## src/sv/gmf_pkg.sv

```systemverilog
// Shared types, constants and the byte-wide CRC-32 step for the gzip member framer.
package gmf_pkg;

    localparam int ACTION_W = 2;
    localparam int BYTE_W   = 8;
    localparam int CNT_W    = 4;
    localparam int SHIFT_W  = 80;

    typedef enum logic [ACTION_W-1:0] {
        ACT_START   = 2'd0,
        ACT_DATA    = 2'd1,
        ACT_PAYLOAD = 2'd2,
        ACT_FINISH  = 2'd3
    } t_action;

    localparam logic [31:0] CRC_POLY = 32'hEDB8_8320;
    localparam logic [31:0] CRC_ONES = 32'hFFFF_FFFF;

    // Header bytes, first byte in the least significant position.
    localparam logic [SHIFT_W-1:0] HDR_BYTES = 80'hFF_00_00_00_00_00_00_08_8B_1F;
    localparam logic [CNT_W-1:0]   HDR_LEN   = 4'd10;
    localparam logic [CNT_W-1:0]   TRL_LEN   = 4'd8;
    localparam logic [CNT_W-1:0]   PAY_LEN   = 4'd1;

    typedef struct packed {
        logic              clear;
        logic              fold;
        logic [BYTE_W-1:0] data;
    } t_state_cmd;

    typedef struct packed {
        logic               load;
        logic [CNT_W-1:0]   len;
        logic [SHIFT_W-1:0] bytes;
    } t_emit_load;

    function automatic logic [31:0] crc_fold_byte(input logic [31:0] crc,
                                                  input logic [BYTE_W-1:0] data);
        logic [31:0] c;
        c = crc ^ {24'd0, data};
        for (int k = 0; k < 8; k++) begin
            c = c[0] ? ((c >> 1) ^ CRC_POLY) : (c >> 1);
        end
        return c;
    endfunction

endpackage

```

## src/sv/gmf_if.sv

```systemverilog
// Valid/ready channel interfaces for the framer's input items and output bytes.
interface gmf_in_if import gmf_pkg::*; ();
    logic                valid;
    logic                ready;
    logic [ACTION_W-1:0] action;
    logic [BYTE_W-1:0]   data_byte;

    modport source (output valid, output action, output data_byte, input ready);
    modport sink   (input valid, input action, input data_byte, output ready);
endinterface

interface gmf_out_if import gmf_pkg::*; ();
    logic              valid;
    logic              ready;
    logic [BYTE_W-1:0] out_byte;
    logic              last;

    modport source (output valid, output out_byte, output last, input ready);
    modport sink   (input valid, input out_byte, input last, output ready);
endinterface

```

## src/sv/gmf_state.sv

```systemverilog
// Running CRC-32 and original-data byte count.
module gmf_state import gmf_pkg::*; (
    input  logic        i_clk,
    input  logic        i_rst_n,
    input  t_state_cmd  i_cmd,
    output logic [31:0] o_crc_final,
    output logic [31:0] o_count
);
    logic [31:0] r_crc, n_crc;
    logic [31:0] r_count, n_count;

    always_comb begin
        n_crc   = r_crc;
        n_count = r_count;
        if (i_cmd.clear) begin
            n_crc   = CRC_ONES;
            n_count = 32'd0;
        end else if (i_cmd.fold) begin
            n_crc   = crc_fold_byte(r_crc, i_cmd.data);
            n_count = r_count + 32'd1;
        end
    end

    always_ff @(posedge i_clk) begin
        if (!i_rst_n) begin
            r_crc   <= CRC_ONES;
            r_count <= 32'd0;
        end else begin
            r_crc   <= n_crc;
            r_count <= n_count;
        end
    end

    assign o_crc_final = r_crc ^ CRC_ONES;
    assign o_count     = r_count;
endmodule

```

## src/sv/gmf_emit.sv

```systemverilog
// Output byte shift register: loads a run of up to ten bytes and sends one per transaction.
module gmf_emit import gmf_pkg::*; (
    input  logic       i_clk,
    input  logic       i_rst_n,
    input  t_emit_load i_load,
    output logic       o_can_load,
    gmf_out_if.source  o_out
);
    logic [SHIFT_W-1:0] r_shift;
    logic [CNT_W-1:0]   r_cnt;
    logic               take;

    assign take       = o_out.valid && o_out.ready;
    assign o_can_load = (r_cnt == '0) || ((r_cnt == CNT_W'(1)) && o_out.ready);

    always_ff @(posedge i_clk) begin
        if (!i_rst_n) begin
            r_cnt <= '0;
        end else if (i_load.load) begin
            r_cnt <= i_load.len;
        end else if (take) begin
            r_cnt <= r_cnt - CNT_W'(1);
        end
    end

    // Advance one byte per transaction; the head byte drives the port.
    always_ff @(posedge i_clk) begin
        if (i_load.load) begin
            r_shift <= i_load.bytes;
        end else if (take) begin
            r_shift <= {{BYTE_W{1'b0}}, r_shift[SHIFT_W-1:BYTE_W]};
        end
    end

    assign o_out.valid    = (r_cnt != '0);
    assign o_out.out_byte = r_shift[BYTE_W-1:0];
    assign o_out.last     = (r_cnt == CNT_W'(1));
endmodule

```

## src/sv/gzip_member_framer_crc32.sv

```systemverilog
// gzip member framer: header, payload pass-through and CRC-32/size trailer.
// An item passes stage A into the output shift register, which offers its first byte.
// Throughput: one item per cycle unless an output item waits in stage A; original-data
// items never stall, and an output item puts its 1, 8 or 10 bytes on the port.
// Reset (synchronous, active low): CRC all ones, count zero, all stages empty.
module gzip_member_framer_crc32 import gmf_pkg::*; (
    input  logic     i_clk,
    input  logic     i_rst_n,
    gmf_in_if.sink   i_in,
    gmf_out_if.source o_out
);
    logic              r_a_valid;
    t_action           r_a_action;
    logic [BYTE_W-1:0] r_a_byte;
    logic              a_adv;
    logic              can_load;
    logic [31:0]       crc_final;
    logic [31:0]       count;
    t_state_cmd        state_cmd;
    t_emit_load        emit_load;

    assign a_adv      = r_a_valid && ((r_a_action == ACT_DATA) || can_load);
    assign i_in.ready = !r_a_valid || a_adv;

    always_ff @(posedge i_clk) begin
        if (!i_rst_n) begin
            r_a_valid <= 1'b0;
        end else if (i_in.valid && i_in.ready) begin
            r_a_valid <= 1'b1;
        end else if (a_adv) begin
            r_a_valid <= 1'b0;
        end
    end

    always_ff @(posedge i_clk) begin
        if (i_in.valid && i_in.ready) begin
            r_a_action <= t_action'(i_in.action);
            r_a_byte   <= i_in.data_byte;
        end
    end

    always_comb begin
        state_cmd.clear = a_adv && (r_a_action == ACT_START);
        state_cmd.fold  = a_adv && (r_a_action == ACT_DATA);
        state_cmd.data  = r_a_byte;
    end

    // Trailer reads the state before this cycle's update, which holds every earlier item.
    always_comb begin
        emit_load.load  = a_adv && (r_a_action != ACT_DATA);
        emit_load.len   = HDR_LEN;
        emit_load.bytes = HDR_BYTES;
        case (r_a_action)
            ACT_START: begin
                emit_load.len   = HDR_LEN;
                emit_load.bytes = HDR_BYTES;
            end
            ACT_PAYLOAD: begin
                emit_load.len   = PAY_LEN;
                emit_load.bytes = {{(SHIFT_W-BYTE_W){1'b0}}, r_a_byte};
            end
            ACT_FINISH: begin
                emit_load.len   = TRL_LEN;
                emit_load.bytes = {{(SHIFT_W-64){1'b0}}, count, crc_final};
            end
            default: begin
                emit_load.len   = '0;
                emit_load.bytes = '0;
            end
        endcase
    end

    gmf_state u_state (
        .i_clk       (i_clk),
        .i_rst_n     (i_rst_n),
        .i_cmd       (state_cmd),
        .o_crc_final (crc_final),
        .o_count     (count)
    );

    gmf_emit u_emit (
        .i_clk      (i_clk),
        .i_rst_n    (i_rst_n),
        .i_load     (emit_load),
        .o_can_load (can_load),
        .o_out      (o_out)
    );
endmodule

```

## src/flat_wrapper.sv

```systemverilog
// flat-port wrapper written by rule: the top's interface ports become plain ports
module gzip_member_framer_crc32_flat import gmf_pkg::*;
  (i_clk, i_rst_n, i_in_valid, i_in_action, i_in_data_byte, i_in_ready, o_out_valid, o_out_out_byte, o_out_last, o_out_ready);
  gmf_in_if i_in_i ();
  gmf_out_if o_out_i ();
  input  logic i_clk;
  input  logic i_rst_n;
  input wire logic [$bits(i_in_i.valid)-1:0] i_in_valid;
  input wire logic [$bits(i_in_i.action)-1:0] i_in_action;
  input wire logic [$bits(i_in_i.data_byte)-1:0] i_in_data_byte;
  output wire logic [$bits(i_in_i.ready)-1:0] i_in_ready;
  output wire logic [$bits(o_out_i.valid)-1:0] o_out_valid;
  output wire logic [$bits(o_out_i.out_byte)-1:0] o_out_out_byte;
  output wire logic [$bits(o_out_i.last)-1:0] o_out_last;
  input wire logic [$bits(o_out_i.ready)-1:0] o_out_ready;
  assign i_in_i.valid = i_in_valid;
  assign i_in_i.action = i_in_action;
  assign i_in_i.data_byte = i_in_data_byte;
  assign i_in_ready = i_in_i.ready;
  assign o_out_valid = o_out_i.valid;
  assign o_out_out_byte = o_out_i.out_byte;
  assign o_out_last = o_out_i.last;
  assign o_out_i.ready = o_out_ready;
  gzip_member_framer_crc32 u_core (.i_clk(i_clk), .i_rst_n(i_rst_n), .i_in(i_in_i), .o_out(o_out_i));
endmodule
```

## config.mk

```make
export PLATFORM = sky130hd
export DESIGN_NAME = gzip_member_framer_crc32_flat
export DESIGN_NICKNAME = d
export VERILOG_FILES = /design/src/sv/gmf_pkg.sv /design/src/sv/gmf_if.sv /design/src/sv/gmf_state.sv /design/src/sv/gmf_emit.sv /design/src/sv/gzip_member_framer_crc32.sv /design/src/flat_wrapper.sv
export SDC_FILE = /design/constraint.sdc
export NUM_CORES = 1
export LEC_CHECK = 0
export BUFFER_PORTS_ARGS = -buffer_cell sky130_fd_sc_hd__buf_2
export CORE_MARGIN = 3
export CORE_UTILIZATION = 50
export DETAILED_ROUTE_END_ITERATION = 10
export PLACE_DENSITY = 0.73
export SLEW_MARGIN = 20
export SYNTH_ARGS = -nofsm -noshare
export SYNTH_HDL_FRONTEND = slang
export SYNTH_HIERARCHICAL = 1
export SYNTH_SLANG_ARGS = --single-unit
export TNS_END_PERCENT = 100
```

## constraint.sdc

```tcl
create_clock -name i_clk -period 4.95 [get_ports i_clk]
set_clock_uncertainty 0.2 [all_clocks]
set_input_delay 0.2475 -clock i_clk [delete_from_list [all_inputs] [get_ports i_clk]]
set_output_delay 0.2475 -clock i_clk [all_outputs]
set_load 0.05 [all_outputs]
```

==> metrics.md <==
| Metric | Value |
|---|---|
| Setup TNS | 0 ns |
| Unique masters post-synth | 56 |
| Pre-Repair DR Iteration Count | 5 |
| Largest net degree at the start of global routing | 81 |
| Syn Inst Count | 696 |
| Crit share post-route | a little over 70% |
| Final hold vios | 0 |
| Clk slew on worst S/H paths | approximately 0.060 ns |
| WL per Instance | ~16 um |
| Multi-input logic area | 3611 um^2 |
| Post-synthesis sequential area ratio | roughly half |
| Slew HR | 31.50% |
| Worst Setup EP | u_core/u_state/o_count[12] |
| Die area | 17660 um^2 |
| Count of state elements after synthesis | between 150 and 200 |
| Worst Reg2Reg Path Length in Cells | 9 |
| Period minus WS final | 3.513 ns |
| Status | completed |
| Worst Hold Class | reg2reg |
| MaxCap Viol Count | 0 |
| Ys flop type | edfxtp_1 |
| FMAX | 0.2846 GHz |
| Worst VDD drop | 0.0005728 V |
| First-pass GRT wire length | 25.50 mm |
| Starting Density | 51.99% |
| R2r endpoint | u_core/u_state/o_count[12] |
| Hold-fix buffers, CTS | 14 |
| Final net count | 743 |
| Total number of vias | 4975 |
| Register Area | 4084 um^2 |
| DRC errors left | 0 |
| Crit. End Element | flop |
| RSZ-0062 raised after global routing | no |
| WS Path Type | reg2reg |
| Netlist Area Pre-Place | 8050 um^2 |
| CP startpoint kind | flop |
| Crit path from | u_core/r_a_action[1] |
| Lkg Pwr | 3.494 nW |
| Worst skew pair latency | 0.42 ns |
| Vias per inst | 5.265 |
| # fillers | 1250 |
| EDFF count, synth | 90 |
| Crit-path max cell delay | 0.63 ns |
| Most frequent cells in the layout | 90 x edfxtp_1, 72 x mux2_2, 69 x dfxtp_1 |
| Drt first-iter violations | 318 |
| Cell Pwr Density | 568.6 nW/um^2 |
| Slew Limit Fails | 0 |
| Gates resized, CTS repair | 0 |
| CTS root buffer | clkbuf_16 |
| # setup viols final | 0 |
| Slowest stage cell on the critical path | edfxtp_1 |
| Worst R2R Start | u_core/r_a_action[1] |
| Post-CTS Setup Bufs | 0 |
| Asr flop ratio synth | 0% |
| Die width | around 130 um |
| Worst slew pin tran | 1.025 ns |
| Gr usage total | between 15 and 20% |
| Kind of cell adding the most delay to the critical path | simple AND/OR/NAND/NOR gates |
| Arr. time, crit path | about 3.6 ns |
| Critical path peak fanout | 31 |
| CTS tree | built |
| Num ports | 25 |
| TritonCTS Buffers | 17 |
| CTS Sinks | 159 |
| CP cell instances | inv_1, ha_1, and2_2, buf_4, nand3_1, nor3_1, and3_1, xnor2_1, nor2_1 |
| WP depth | 9 |
| Initial antenna violation count | 0 |
| Drt total wl | between 15 and 20 mm |
| Post-DRT Antenna Nets | 0 |
| Worst path required time | 5.05 ns |
| CTS H-tree depth | 4 |
| Die Y | 132.9 um |
| GRT overflow | 0 |
| Syn-to-layout area delta | 11.53% |
| Row cnt | 45 |
| R2R setup slack | 1.44 ns |
| RD Place Congestion | 0.7930 |
| Hpwl dp | slightly below 10 mm |
| ANT cells | 0 |
| Hold Slack | 0.3136 ns |
| Core area | between 15000 and 20000 um^2 |
| Synthesized area per cell | between 10 and 15 um^2 |
| Clock buffer depth | 2 |
| Vias in the first global route | approximately 5000 |
| Share of layout cells above drive strength 1 | 21.39% |
| Worst Path Buf+Inv | 2 |
| Yosys warns | 6 |
| Commonest non-fill, non-tap cell in the layout | edfxtp_1 |
| IO buf count | 24 |
-- cells by family after synthesis --
family                   after synthesis  share of synthesized area, %
other                                  1                       0.04658
XOR/XNOR                              97                         12.92
multiplexers                          73                         10.20
buffers and inverters                 86                         5.300
AND/OR/NAND/NOR                      211                         13.69
AO/OA/AOI/OAI                         61                         5.875
adder cells (fa/ha/maj)                8                         1.243
flip-flops                           159                         50.73
-- worst reg2reg max path: stages (launching register included) --
cell	delay (ns)
edfxtp_1	0.63
inv_1	0.20
ha_1	0.25
and2_2	0.55
buf_4	0.37
nand3_1	0.16
nor3_1	0.59
and3_1	0.26
xnor2_1	0.12
nor2_1	0.05
-- worst min-delay path by stage --
stage / start / end / slack, ns / cells past startpoint
6_report: u_core/u_state/r_crc[14] / u_core/u_state/r_crc[14] / 0.31 / 2
5_1_grt: u_core/u_state/r_crc[23] / u_core/u_state/r_crc[23] / 0.32 / 2
4_1_cts: u_core/u_state/r_crc[26] / u_core/u_state/r_crc[26] / 0.31 / 2
3_5_place_dp: i_in_data_byte[5] / u_core/r_a_byte[5] / 0.23 / 1
3_3_place_gp: i_in_data_byte[5] / u_core/r_a_byte[5] / 0.22 / 1
2_1_floorplan: i_in_action[0] / u_core/r_a_action[0] / 0.15 / 0
-- flip-flops by register name, indices dropped and copies added, names as in the netlist --
| name | cells |
|---|---|
| u_core/u_emit/r_shift | 80 |
| u_core/u_state/o_count | 32 |
| u_core/r_a_byte | 8 |
| u_core/r_a_action | 2 |
| u_core/u_state/r_crc | 32 |
| u_core/r_a_valid | 1 |
| u_core/u_emit/r_cnt | 4 |
-- layer usage --
layer,part of all wire [%],GRT usage (%),vias up
met3,2.7,4.221,16
li1,-,-,2430
met1,44,22.06,2458
met2,52,31.09,71
met5,0,0,-
met4,1.5,5.658,0
-- Yosys cell counts, types with 9 or more instances --
library cell	n	area, um^2
inv_1	41	153.9
nor2_1	48	180.2
xor2_1	33	289.0
edfxtp_1	90	2703
dfxtp_1	69	1381
buf_2	9	45.04
mux2_2	72	810.8
nand3_1	12	60.06
nand4_1	18	112.6
clkbuf_1	14	52.55
and2_1	63	394.1
xnor2_1	49	429.2
o211ai_1	23	172.7
nand2_1	43	161.4
buf_4	9	67.56
-- where the power goes --
group	leakage [nW]	internal, mW	switching [mW]
registers	1.42	2.04	0.157
logic	1.80	0.673	0.980
clock network	0.268	0.738	0.522
total	3.49	3.45	1.66
-- through the flow --
stage               utilization, %  instances  power [mW]  setup WS [ns]  instance area, um^2
floorplan                        -        704       3.579         0.6484                 8080
global placement             53.24        899       3.799          1.547                 8243
detailed placement           53.24        899       3.868          1.351                 8243
CTS                          57.83        945       5.146          1.327                 8955
global route                 57.99        945       5.370          1.067                 8979
finish                       57.99        945       5.106          1.437                 8979
-- area by class of cell --
| type | count | area share [%] |
|---|---|---|
| repair buffers | 42 | 3.233 |
| well taps | 211 | 2.940 |
| clock inverters | 15 | 1.630 |
| clock buffers | 17 | 4.738 |
| flip-flops and latches | 159 | 45.48 |
| inverters | 42 | 1.756 |
| multi-input cells | 459 | 40.22 |
Note: power is estimated with default switching activity, not from simulation.
